### config.mk
export PLATFORM = sky130hd
export DESIGN_NAME = wrapped_nearest_point_fade
export DESIGN_NICKNAME = d
export VERILOG_FILES = /design/src/design/wnpf_pkg.sv /design/src/design/wnpf_ram.sv /design/src/design/wnpf_isqrt.sv /design/src/design/wnpf_scan.sv /design/src/design/wnpf_fade.sv /design/src/design/wrapped_nearest_point_fade.sv
export SDC_FILE = /design/constraint.sdc
export NUM_CORES = 2
export LEC_CHECK = 0
export ABC_AREA = 1
export BUFFER_PORTS_ARGS = -buffer_cell sky130_fd_sc_hd__buf_4
export CAP_MARGIN = 20
export CELL_PAD_IN_SITES_DETAIL_PLACEMENT = 0
export CELL_PAD_IN_SITES_GLOBAL_PLACEMENT = 2
export CORE_UTILIZATION = 40
export CTS_CLUSTER_DIAMETER = 60
export DETAILED_ROUTE_END_ITERATION = 6
export GPL_ROUTABILITY_DRIVEN = 0
export GPL_TIMING_DRIVEN = 0
export PLACE_DENSITY_LB_ADDON = 0.1
export SYNTH_ARGS = -nofsm -noshare
export SYNTH_HDL_FRONTEND = slang
export SYNTH_SLANG_ARGS = --single-unit
### constraint.sdc
create_clock -name clk_i -period 6.1 [get_ports clk_i]
set_input_delay 0.305 -clock clk_i [delete_from_list [all_inputs] [get_ports clk_i]]
set_output_delay 0.305 -clock clk_i [all_outputs]
set_load 0.005 [all_outputs]
### src/design/wnpf_pkg.sv
package wnpf_pkg;

  localparam int MaxPoints = 64;
  localparam int AddrW     = (MaxPoints > 1) ? $clog2(MaxPoints) : 1;
  localparam int CntW      = $clog2(MaxPoints + 1);

  localparam int EntryW   = 32;
  localparam int LonW     = 15;
  localparam int LatW     = 14;
  localparam int CountW   = 7;
  localparam int LimW     = 15;
  localparam int IdxW     = 6;
  localparam int DistW    = 15;
  localparam int OpacW    = 9;
  localparam int CfgIdxW  = 1;
  localparam int CfgDataW = 15;

  localparam int DeltaW = 14;
  localparam int SqW    = 2 * DeltaW;
  localparam int D2W    = 30;
  localparam int RootW  = D2W / 2;
  localparam int SqStepW = $clog2(RootW);
  localparam int QuoW   = 18;
  localparam int QuoStepW = $clog2(QuoW);

  localparam logic [LonW-1:0]          HalfTurn     = 15'd11520;
  localparam logic signed [LonW+1:0]   FullTurnS    = 17'sd23040;
  localparam logic [DistW-1:0]         FullTurnDist = 15'd23040;
  localparam logic [D2W-1:0]           FullTurnSq   = 30'd530841600;
  localparam logic [QuoW-1:0]          FadeOne      = 18'd65536;
  localparam logic [LimW-1:0]          LimitReset   = 15'd640;

  typedef enum logic {
    CmdWrite = 1'b0,
    CmdQuery = 1'b1
  } cmd_e;

  typedef enum logic [CfgIdxW-1:0] {
    CfgPointCount = 1'b0,
    CfgDistLimit  = 1'b1
  } cfg_reg_e;

  typedef enum logic [1:0] {
    TopIdle,
    TopScan,
    TopFade,
    TopOut
  } top_state_e;

  typedef enum logic [2:0] {
    FadeIdle,
    FadeRoot,
    FadeDiv,
    FadeClamp,
    FadeOpac
  } fade_state_e;

  typedef struct packed {
    logic [D2W-1:0]   best2;
    logic [AddrW-1:0] idx;
    logic             found;
  } scan_res_t;

  typedef struct packed {
    logic [DistW-1:0] distance;
    logic             in_limit;
    logic [OpacW-1:0] opacity;
  } fade_res_t;

endpackage

### src/design/wnpf_ram.sv
module wnpf_ram #(
  parameter int Width = 32,
  parameter int Depth = 64
) (
  input  logic                                       clk_i,
  input  logic                                       we_i,
  input  logic [((Depth > 1) ? $clog2(Depth) : 1)-1:0] waddr_i,
  input  logic [Width-1:0]                           wdata_i,
  input  logic [((Depth > 1) ? $clog2(Depth) : 1)-1:0] raddr_i,
  output logic [Width-1:0]                           rdata_o
);

  logic [Width-1:0] mem_q [Depth];
  logic [Width-1:0] rdata_q;

  always_ff @(posedge clk_i) begin
    if (we_i) begin
      mem_q[waddr_i] <= wdata_i;
    end
    rdata_q <= mem_q[raddr_i];
  end

  assign rdata_o = rdata_q;

endmodule

### src/design/wnpf_isqrt.sv
module wnpf_isqrt (
  input  logic                        clk_i,
  input  logic                        rst_ni,
  input  logic                        start_i,
  input  logic [wnpf_pkg::D2W-1:0]    radicand_i,
  output logic                        done_o,
  output logic [wnpf_pkg::RootW-1:0]  root_o
);
  import wnpf_pkg::*;

  logic               busy_q;
  logic               done_q;
  logic [SqStepW-1:0] step_q;
  logic [D2W-1:0]     rad_q;
  logic [RootW+2:0]   rem_q;
  logic [RootW-1:0]   root_q;

  logic [RootW+2:0] rem_sh;
  logic [RootW+2:0] trial;
  logic             ge;

  assign rem_sh = {rem_q[RootW:0], rad_q[D2W-1 -: 2]};
  assign trial  = {1'b0, root_q, 2'b01};
  assign ge     = (rem_sh >= trial);

  always_ff @(posedge clk_i or negedge rst_ni) begin
    if (!rst_ni) begin
      busy_q <= 1'b0;
      done_q <= 1'b0;
      step_q <= '0;
    end else begin
      done_q <= 1'b0;
      if (start_i) begin
        busy_q <= 1'b1;
        step_q <= SqStepW'(RootW - 1);
      end else if (busy_q) begin
        if (step_q == '0) begin
          busy_q <= 1'b0;
          done_q <= 1'b1;
        end else begin
          step_q <= step_q - 1'b1;
        end
      end
    end
  end

  always_ff @(posedge clk_i) begin
    if (start_i) begin
      rad_q  <= radicand_i;
      rem_q  <= '0;
      root_q <= '0;
    end else if (busy_q) begin
      rad_q  <= {rad_q[D2W-3:0], 2'b00};
      rem_q  <= ge ? (rem_sh - trial) : rem_sh;
      root_q <= {root_q[RootW-2:0], ge};
    end
  end

  assign done_o = done_q;
  assign root_o = root_q;

endmodule

### src/design/wnpf_scan.sv
module wnpf_scan (
  input  logic                              clk_i,
  input  logic                              rst_ni,
  input  logic                              start_i,
  input  logic signed [wnpf_pkg::LonW-1:0]  qlon_i,
  input  logic signed [wnpf_pkg::LatW-1:0]  qlat_i,
  input  logic [wnpf_pkg::CountW-1:0]       count_i,
  output logic [wnpf_pkg::AddrW-1:0]        raddr_o,
  input  logic [wnpf_pkg::EntryW-1:0]       rdata_i,
  output logic                              done_o,
  output wnpf_pkg::scan_res_t               res_o
);
  import wnpf_pkg::*;

  logic                   busy_q;
  logic [CntW-1:0]        cnt_q;
  logic [CntW-1:0]        last_q;
  logic signed [LonW-1:0] qlon_q;
  logic signed [LatW-1:0] qlat_q;
  logic                   v0_q, v1_q, v2_q;
  logic [AddrW-1:0]       idx0_q, idx1_q, idx2_q;
  logic [DeltaW-1:0]      dx_q, dy_q;
  logic [SqW-1:0]         sqx_q, sqy_q;
  scan_res_t              res_q;

  logic                   issue;
  logic signed [LonW-1:0] plon;
  logic signed [LatW-1:0] plat;
  logic signed [LonW:0]   lon_diff, lon_neg;
  logic [LonW-1:0]        lon_abs;
  logic signed [LonW+1:0] wrap_diff, wrap_neg;
  logic [DeltaW-1:0]      wrap_abs;
  logic signed [LatW:0]   lat_diff, lat_neg;
  logic [DeltaW-1:0]      dx_d, dy_d;
  logic [D2W-1:0]         d2;

  assign issue   = busy_q && (cnt_q != last_q);
  assign raddr_o = cnt_q[AddrW-1:0];
  assign done_o  = busy_q && !issue && !v0_q && !v1_q && !v2_q;

  assign plon      = rdata_i[LonW-1:0];
  assign plat      = rdata_i[LonW+LatW-1:LonW];
  assign lon_diff  = {qlon_q[LonW-1], qlon_q} - {plon[LonW-1], plon};
  assign lon_neg   = -lon_diff;
  assign lon_abs   = lon_diff[LonW] ? lon_neg[LonW-1:0] : lon_diff[LonW-1:0];
  assign wrap_diff = FullTurnS - signed'({2'b00, lon_abs});
  assign wrap_neg  = -wrap_diff;
  assign wrap_abs  = wrap_diff[LonW+1] ? wrap_neg[DeltaW-1:0] : wrap_diff[DeltaW-1:0];
  assign dx_d      = (lon_abs >= HalfTurn) ? wrap_abs : lon_abs[DeltaW-1:0];
  assign lat_diff  = {qlat_q[LatW-1], qlat_q} - {plat[LatW-1], plat};
  assign lat_neg   = -lat_diff;
  assign dy_d      = lat_diff[LatW] ? lat_neg[DeltaW-1:0] : lat_diff[DeltaW-1:0];
  assign d2        = D2W'(sqx_q) + D2W'(sqy_q);

  always_ff @(posedge clk_i or negedge rst_ni) begin
    if (!rst_ni) begin
      busy_q <= 1'b0;
      cnt_q  <= '0;
      last_q <= '0;
      v0_q   <= 1'b0;
      v1_q   <= 1'b0;
      v2_q   <= 1'b0;
    end else begin
      v0_q <= issue;
      v1_q <= v0_q;
      v2_q <= v1_q;
      if (start_i) begin
        busy_q <= 1'b1;
        cnt_q  <= '0;
        last_q <= (int'(count_i) > MaxPoints) ? CntW'(MaxPoints) : CntW'(count_i);
      end else if (done_o) begin
        busy_q <= 1'b0;
      end else if (issue) begin
        cnt_q <= cnt_q + 1'b1;
      end
    end
  end

  always_ff @(posedge clk_i) begin
    if (start_i) begin
      qlon_q      <= qlon_i;
      qlat_q      <= qlat_i;
      res_q.best2 <= FullTurnSq;
      res_q.idx   <= '0;
      res_q.found <= 1'b0;
    end else if (v2_q && (d2 < res_q.best2)) begin
      res_q.best2 <= d2;
      res_q.idx   <= idx2_q;
      res_q.found <= 1'b1;
    end
    idx0_q <= cnt_q[AddrW-1:0];
    idx1_q <= idx0_q;
    idx2_q <= idx1_q;
    dx_q   <= dx_d;
    dy_q   <= dy_d;
    sqx_q  <= SqW'(dx_q) * SqW'(dx_q);
    sqy_q  <= SqW'(dy_q) * SqW'(dy_q);
  end

  assign res_o = res_q;

  a_no_restart: assert property (@(posedge clk_i) disable iff (!rst_ni)
    start_i |-> !busy_q)
    else $error("Scan started while a search is running.");

endmodule

### src/design/wnpf_fade.sv
module wnpf_fade (
  input  logic                       clk_i,
  input  logic                       rst_ni,
  input  logic                       start_i,
  input  wnpf_pkg::scan_res_t        scan_i,
  input  logic [wnpf_pkg::LimW-1:0]  lim_i,
  output logic                       done_o,
  output wnpf_pkg::fade_res_t        res_o
);
  import wnpf_pkg::*;

  fade_state_e         state_q, state_d;
  logic                done_q, done_d;
  logic [D2W-1:0]      best2_q;
  logic [LimW-1:0]     lim_q;
  logic [D2W-1:0]      lim_sq_q;
  logic [LimW:0]       rem_q;
  logic [QuoW-1:0]     quo_q;
  logic [QuoStepW-1:0] step_q;
  fade_res_t           res_q;

  logic            sq_start;
  logic [D2W-1:0]  sq_rad;
  logic            sq_done;
  logic [RootW-1:0] sq_root;
  logic            in_limit;
  logic            div_ge;
  logic [LimW:0]   div_rem;

  wnpf_isqrt u_isqrt (
    .clk_i      (clk_i),
    .rst_ni     (rst_ni),
    .start_i    (sq_start),
    .radicand_i (sq_rad),
    .done_o     (sq_done),
    .root_o     (sq_root)
  );

  assign in_limit = (best2_q < lim_sq_q);
  assign div_ge   = (rem_q >= {1'b0, lim_q});
  assign div_rem  = div_ge ? (rem_q - {1'b0, lim_q}) : rem_q;

  always_comb begin
    state_d  = state_q;
    done_d   = 1'b0;
    sq_start = 1'b0;
    sq_rad   = scan_i.best2;
    case (state_q)
      FadeIdle: begin
        if (start_i) begin
          if (scan_i.found) begin
            sq_start = 1'b1;
            state_d  = FadeRoot;
          end else begin
            done_d = 1'b1;
          end
        end
      end
      FadeRoot: begin
        if (sq_done) begin
          if (in_limit) begin
            state_d = FadeDiv;
          end else begin
            done_d  = 1'b1;
            state_d = FadeIdle;
          end
        end
      end
      FadeDiv: begin
        if (step_q == '0) begin
          state_d = FadeClamp;
        end
      end
      FadeClamp: begin
        sq_start = 1'b1;
        sq_rad   = D2W'((quo_q > FadeOne) ? FadeOne : quo_q);
        state_d  = FadeOpac;
      end
      FadeOpac: begin
        if (sq_done) begin
          done_d  = 1'b1;
          state_d = FadeIdle;
        end
      end
      default: begin
        state_d = FadeIdle;
      end
    endcase
  end

  always_ff @(posedge clk_i or negedge rst_ni) begin
    if (!rst_ni) begin
      state_q <= FadeIdle;
      done_q  <= 1'b0;
    end else begin
      state_q <= state_d;
      done_q  <= done_d;
    end
  end

  always_ff @(posedge clk_i) begin
    case (state_q)
      FadeIdle: begin
        if (start_i) begin
          best2_q        <= scan_i.best2;
          lim_q          <= lim_i;
          lim_sq_q       <= D2W'(lim_i) * D2W'(lim_i);
          res_q.distance <= FullTurnDist;
          res_q.in_limit <= 1'b0;
          res_q.opacity  <= '0;
        end
      end
      FadeRoot: begin
        if (sq_done) begin
          res_q.distance <= sq_root[DistW-1:0];
          res_q.in_limit <= in_limit;
          rem_q          <= {1'b0, lim_q} - {1'b0, sq_root[DistW-1:0]};
          quo_q          <= '0;
          step_q         <= QuoStepW'(QuoW - 1);
        end
      end
      FadeDiv: begin
        rem_q  <= {div_rem[LimW-1:0], 1'b0};
        quo_q  <= {quo_q[QuoW-2:0], div_ge};
        step_q <= step_q - 1'b1;
      end
      FadeOpac: begin
        if (sq_done) begin
          res_q.opacity <= sq_root[OpacW-1:0];
        end
      end
      default: begin
      end
    endcase
  end

  assign done_o = done_q;
  assign res_o  = res_q;

  a_opacity_needs_within: assert property (@(posedge clk_i) disable iff (!rst_ni)
    (done_q && (res_q.opacity != '0)) |-> res_q.in_limit)
    else $error("Nonzero opacity reported outside the distance limit.");

  a_done_when_idle: assert property (@(posedge clk_i) disable iff (!rst_ni)
    done_q |-> (state_q == FadeIdle))
    else $error("Fade result reported while the unit is still busy.");

endmodule

### src/design/wrapped_nearest_point_fade.sv
// A write request yields no result; requests are handled one at a time.
// A query scans N points, N being the point count clamped to 64:
// the memory scan reads one entry per cycle, then a shared bit-serial square root
// (run twice) and a restoring divide produce distance and opacity.
// Past the limit the divide and second root are skipped; with point count 0 all three are.
// Reset clears control and the config registers (point count 0, limit 640); the table is undefined.
module wrapped_nearest_point_fade (
  input  logic                              clk_i,
  input  logic                              rst_ni,
  input  logic                              in_valid_i,
  output logic                              in_ready_o,
  input  logic                              command_i,
  input  logic [wnpf_pkg::IdxW-1:0]         entry_index_i,
  input  logic signed [wnpf_pkg::LonW-1:0]  longitude_i,
  input  logic signed [wnpf_pkg::LatW-1:0]  latitude_i,
  output logic                              out_valid_o,
  input  logic                              out_ready_i,
  output logic [wnpf_pkg::IdxW-1:0]         nearest_index_o,
  output logic [wnpf_pkg::DistW-1:0]        nearest_distance_o,
  output logic                              found_o,
  output logic                              within_limit_o,
  output logic [wnpf_pkg::OpacW-1:0]        opacity_o,
  input  logic                              cfg_we_i,
  input  logic [wnpf_pkg::CfgIdxW-1:0]      cfg_index_i,
  input  logic [wnpf_pkg::CfgDataW-1:0]     cfg_wdata_i
);
  import wnpf_pkg::*;

  top_state_e        state_q, state_d;
  logic [CountW-1:0] point_count_q;
  logic [LimW-1:0]   dist_limit_q;
  logic              out_valid_q, out_valid_d;
  logic [IdxW-1:0]   nearest_index_q;
  logic [DistW-1:0]  nearest_distance_q;
  logic              found_q;
  logic              within_limit_q;
  logic [OpacW-1:0]  opacity_q;

  logic              in_fire;
  logic              ram_we;
  logic              scan_start;
  logic              scan_done;
  logic              fade_start;
  logic              fade_done;
  logic              out_free;
  logic              out_load;
  logic [AddrW-1:0]  ram_raddr;
  logic [EntryW-1:0] ram_rdata;
  scan_res_t         scan_res;
  fade_res_t         fade_res;

  assign in_ready_o = (state_q == TopIdle);
  assign in_fire    = in_valid_i && in_ready_o;
  assign ram_we     = in_fire && (command_i == CmdWrite) && (int'(entry_index_i) < MaxPoints);
  assign scan_start = in_fire && (command_i == CmdQuery);
  assign out_free   = !out_valid_q || out_ready_i;

  wnpf_ram #(
    .Width (EntryW),
    .Depth (MaxPoints)
  ) u_table (
    .clk_i   (clk_i),
    .we_i    (ram_we),
    .waddr_i (AddrW'(entry_index_i)),
    .wdata_i (EntryW'({latitude_i, longitude_i})),
    .raddr_i (ram_raddr),
    .rdata_o (ram_rdata)
  );

  wnpf_scan u_scan (
    .clk_i   (clk_i),
    .rst_ni  (rst_ni),
    .start_i (scan_start),
    .qlon_i  (longitude_i),
    .qlat_i  (latitude_i),
    .count_i (point_count_q),
    .raddr_o (ram_raddr),
    .rdata_i (ram_rdata),
    .done_o  (scan_done),
    .res_o   (scan_res)
  );

  wnpf_fade u_fade (
    .clk_i   (clk_i),
    .rst_ni  (rst_ni),
    .start_i (fade_start),
    .scan_i  (scan_res),
    .lim_i   (dist_limit_q),
    .done_o  (fade_done),
    .res_o   (fade_res)
  );

  always_comb begin
    state_d     = state_q;
    fade_start  = 1'b0;
    out_load    = 1'b0;
    out_valid_d = out_valid_q && !out_ready_i;
    case (state_q)
      TopIdle: begin
        if (scan_start) begin
          state_d = TopScan;
        end
      end
      TopScan: begin
        if (scan_done) begin
          fade_start = 1'b1;
          state_d    = TopFade;
        end
      end
      TopFade: begin
        if (fade_done) begin
          state_d = TopOut;
        end
      end
      TopOut: begin
        if (out_free) begin
          out_load    = 1'b1;
          out_valid_d = 1'b1;
          state_d     = TopIdle;
        end
      end
      default: begin
        state_d = TopIdle;
      end
    endcase
  end

  always_ff @(posedge clk_i or negedge rst_ni) begin
    if (!rst_ni) begin
      state_q       <= TopIdle;
      out_valid_q   <= 1'b0;
      point_count_q <= '0;
      dist_limit_q  <= LimitReset;
    end else begin
      state_q     <= state_d;
      out_valid_q <= out_valid_d;
      if (cfg_we_i) begin
        case (cfg_index_i)
          CfgPointCount: point_count_q <= cfg_wdata_i[CountW-1:0];
          CfgDistLimit:  dist_limit_q  <= cfg_wdata_i[LimW-1:0];
          default: begin
          end
        endcase
      end
    end
  end

  always_ff @(posedge clk_i) begin
    if (out_load) begin
      nearest_index_q    <= IdxW'(scan_res.idx);
      nearest_distance_q <= fade_res.distance;
      found_q            <= scan_res.found;
      within_limit_q     <= fade_res.in_limit;
      opacity_q          <= fade_res.opacity;
    end
  end

  assign out_valid_o        = out_valid_q;
  assign nearest_index_o    = nearest_index_q;
  assign nearest_distance_o = nearest_distance_q;
  assign found_o            = found_q;
  assign within_limit_o     = within_limit_q;
  assign opacity_o          = opacity_q;

  a_fade_done_in_fade: assert property (@(posedge clk_i) disable iff (!rst_ni)
    fade_done |-> (state_q == TopFade))
    else $error("Fade unit finished outside the fade phase.");

  a_result_loaded: assert property (@(posedge clk_i) disable iff (!rst_ni)
    ((state_q == TopOut) && out_free) |=> (out_valid_q && (state_q == TopIdle)))
    else $error("Finished query did not reach the output register.");

endmodule
==> flow_summary.toml <==
[status]
status = "finished with violations"
violations = "setup timing"

[global_routing]
grt_max_degree = 66
antenna_found_initial = 31
grt.total_usage = 0.296
grt_pass1_vias = 78000
grt_overflow_total = 0
grt_pass1_wl_um = 588000

[hold_path]
hold_path_startpoint = "longitude_i[10]"
hold_path_class = "input port to flip-flop"
worstHoldPathCells = 1

[sta]
finalHoldViolations = 0
period_share = 1.00
finClkSkew_ns = 0.0889
slew_viol_final = 0
setup_slack_ns = -0.0216
setup_viol = 1
slew_headroom = 0.154
max_freq_mhz = 163
tightest_slew_ns = 1.27
timing.final.crit_period_ns = 6.12

[detailed_routing]
dr.pass1.iters = 6
drc = 0
viasPerCell = 5.67
drtIter0Drc = 9555
wire_per_inst_um = 29.7
ant_nets = 0
finalWirelength_um = 420000
via_count = 80300

[place]
io_buffers = 90
hpwl_um = 297000
preCtsSetupSlack_ns = -1.15
place_area_um2 = 120000

[floorplan]
core_area_um2 = 277000
num_rows = 193
die_area_um2 = 281000
die_x_um = 530
initial_core_util = 0.403
die_height_um = 530
io_pins = 91

[synthesis]
synthArstFlopShare = 0.0227
synth_ff_type = "edfxtp_1"
synth_nets = 10600
synth_seq_area_share = 0.608
synth_seq_cells = 2332
synth_area_um2 = 112000
synthDistinctLibCells = 70
synthCells = 9704
synth.most_common_cell = "edfxtp_1"
syn_area_per_cell_um2 = 11.5
synth_common_cells = "edfxtp_1 (2083), nor2_1 (1212), o21ai_0 (1118)"
ys_warn_count = 0
synth_top_area_share = 0.560
synth_edf_count = 2083
yosysTopAreaCell = "edfxtp_1"
synth.top_cells.by_area = "edfxtp_1 (56%), fa_1 (6.7%), o21ai_0 (5.0%), ha_1 (4.8%), nor2_1 (4.1%)"

[worst_setup_path]
critPathRequiredTime_ns = 6.74
cp-startpoint = "u_scan.cnt_q[0]"
cp_common_cell = "clkbuf_1"
end_kind = "flip-flop"
crit_type = "flip-flop to flip-flop"
cp_max_fo = 10
reg2reg_from = "u_scan.cnt_q[0]"
max_stage_delay_ns = 0.97
cp_cell_sequence = "inv_1 -> clkbuf_1 -> clkbuf_2 -> clkbuf_1 -> o21ai_0 -> o221ai_1 -> o211ai_1 -> a31oi_1 -> nor3_1 -> a311oi_1"
startpoint_type = "flip-flop"
cp_slowest_cell = "a311oi_1"
crit_arrival_ns = 6.76
reg2reg_depth = 10

[cells_and_area]
areaGrowthSynthToFinish_pct = 16.0
fin_area_um2 = 129000
fin_util = 0.467
nets = 11100
drive_above_1_share = 0.0895

[clock_tree]
clk_latency_ns = 0.93
tritoncts = "built"
root_buffer = "clkbuf_16"
clockBufferDepth = 4
cts_made_buffers = 274
cts.sinks = 2332
clk_pin_slew_ns = 0.06
h-tree-depth = 5

[flow_run]
max_cap_violations = 0
[kinds of logic (layout without fill, tap and decap cells)]
kind of cell / after synthesis / after routing / share of synthesized area
compound gates: 2134 / 2134 / 0.111
xor+xnor: 187 / 187 / 0.0147
fa+ha+maj: 807 / 807 / 0.116
buf+inv: 1514 / 2256 / 0.0514
flops: 2332 / 2332 / 0.608
mux: 3 / 3 / 0.000291
other cells: 0 / 15 / 0
simple gates: 2727 / 2727 / 0.0994
[per-stage QoR]
| stage | instances | hold WS (ns) | setup TNS [ns] |
|---|---|---|---|
| finish | 14200 | 0.0240 | -0.0216 |
| global route | 14200 | 0.0439 | -0.0602 |
| CTS | 14100 | 0.00131 | 0 |
| detailed placement | 13600 | 0.312 | -20.40 |
| global placement | 13500 | 0.314 | -1117.49 |
| floorplan | 9704 | 0.00941 | 0 |
[registers in the layout, summed over array words and instances, names as in the netlist, 27 cells and up]
signal / cells
u_fade.u_isqrt.rad_q: 30
u_scan.sqy_q: 27
u_table.rdata_o: 29
u_scan.res_o: 36
u_fade.best2_q: 29
u_fade.lim_sq_q: 28
u_table.mem_q: 1856
u_scan.sqx_q: 27
[placed cells by master (no fill, tap or decap), types with 15 or more instances in the layout]
| master | netlist | routed |
|---|---|---|
| o211ai_1 | 59 | 59 |
| a31oi_1 | 59 | 59 |
| buf_16 | 0 | 16 |
| o21bai_1 | 16 | 15 |
| xnor2_1 | 60 | 60 |
| o221ai_1 | 196 | 195 |
| a21oi_1 | 279 | 266 |
| diode_2 | 0 | 15 |
| ha_1 | 432 | 423 |
| inv_2 | 14 | 16 |
| o22ai_1 | 313 | 313 |
| buf_1 | 22 | 22 |
| fa_1 | 375 | 371 |
| dlygate4sd3_1 | 0 | 27 |
| edfxtp_1 | 2083 | 2083 |
| dfxtp_1 | 196 | 175 |
| inv_6 | 0 | 15 |
| buf_8 | 1 | 29 |
| clkbuf_8 | 0 | 21 |
| inv_1 | 1011 | 1009 |
| a221o_1 | 15 | 15 |
| nor3_1 | 37 | 37 |
| clkinv_1 | 4 | 59 |
| xor2_1 | 127 | 126 |
| clkinv_2 | 0 | 30 |
| dfrtp_1 | 51 | 39 |
| clkbuf_1 | 448 | 446 |
| o21ai_0 | 1118 | 1107 |
| nor2_1 | 1212 | 1146 |
| buf_4 | 1 | 127 |
| nand2_1 | 1078 | 1067 |
| buf_12 | 0 | 71 |
| nand4_1 | 70 | 70 |
| nor2_4 | 3 | 68 |
| clkbuf_16 | 0 | 280 |
| nand3_1 | 230 | 230 |
| nand2_2 | 35 | 46 |
[path summary, 6_finish.rpt]
check                                         to  slack [ns]
hold / removal             u_table.mem_q[56][10]        0.02
setup / recovery             u_table.rdata_o[17]       -0.02
max in group asynchronous        dist_limit_q[4]        5.37
hold reg to reg                 u_scan.idx2_q[4]        0.29
min in group asynchronous        dist_limit_q[5]        0.10
setup reg to reg             u_table.rdata_o[17]       -0.02
[worst max-delay path: cells and delay by family (launching register included)]
kind            cells  cell delay, ns
compound gates      5            2.63
buf+inv             4            2.50
flops               1            0.54
simple gates        1            0.17
[cell type report]
type | count | area [um^2]
multi-input cells | 5858 | 38800
repair buffers | 263 | 3410
plain buffers | 477 | 2160
clock inverters | 146 | 1340
fillers | 25600 | 148000
well taps | 3705 | 4640
flip-flops and latches | 2332 | 67900
inverters | 1029 | 3860
clock buffers | 341 | 7300
diodes | 15 | 37.5
[per-layer routing]
metal	global-route usage	routed length, um	part of all wire	up-vias
met3	0.0538	34900	0.083	874
met1	0.389	169000	0.40	40500
met4	0.136	21900	0.052	16
met5	0	110	0.00026	-
li1	-	-	-	35200
met2	0.477	194000	0.46	3758
[timing repair]
action                     4_1_cts  5_1_grt
setup endpoints to repair       43       18
pin swaps                        1       23
gates resized for setup        151      107
hold buffers                    27        0
hold endpoints to repair       290        0
setup buffers                   16       19
Power is not shown: default switching activity piles up to over one toggle a cycle in this logic, so the estimate is an artifact.
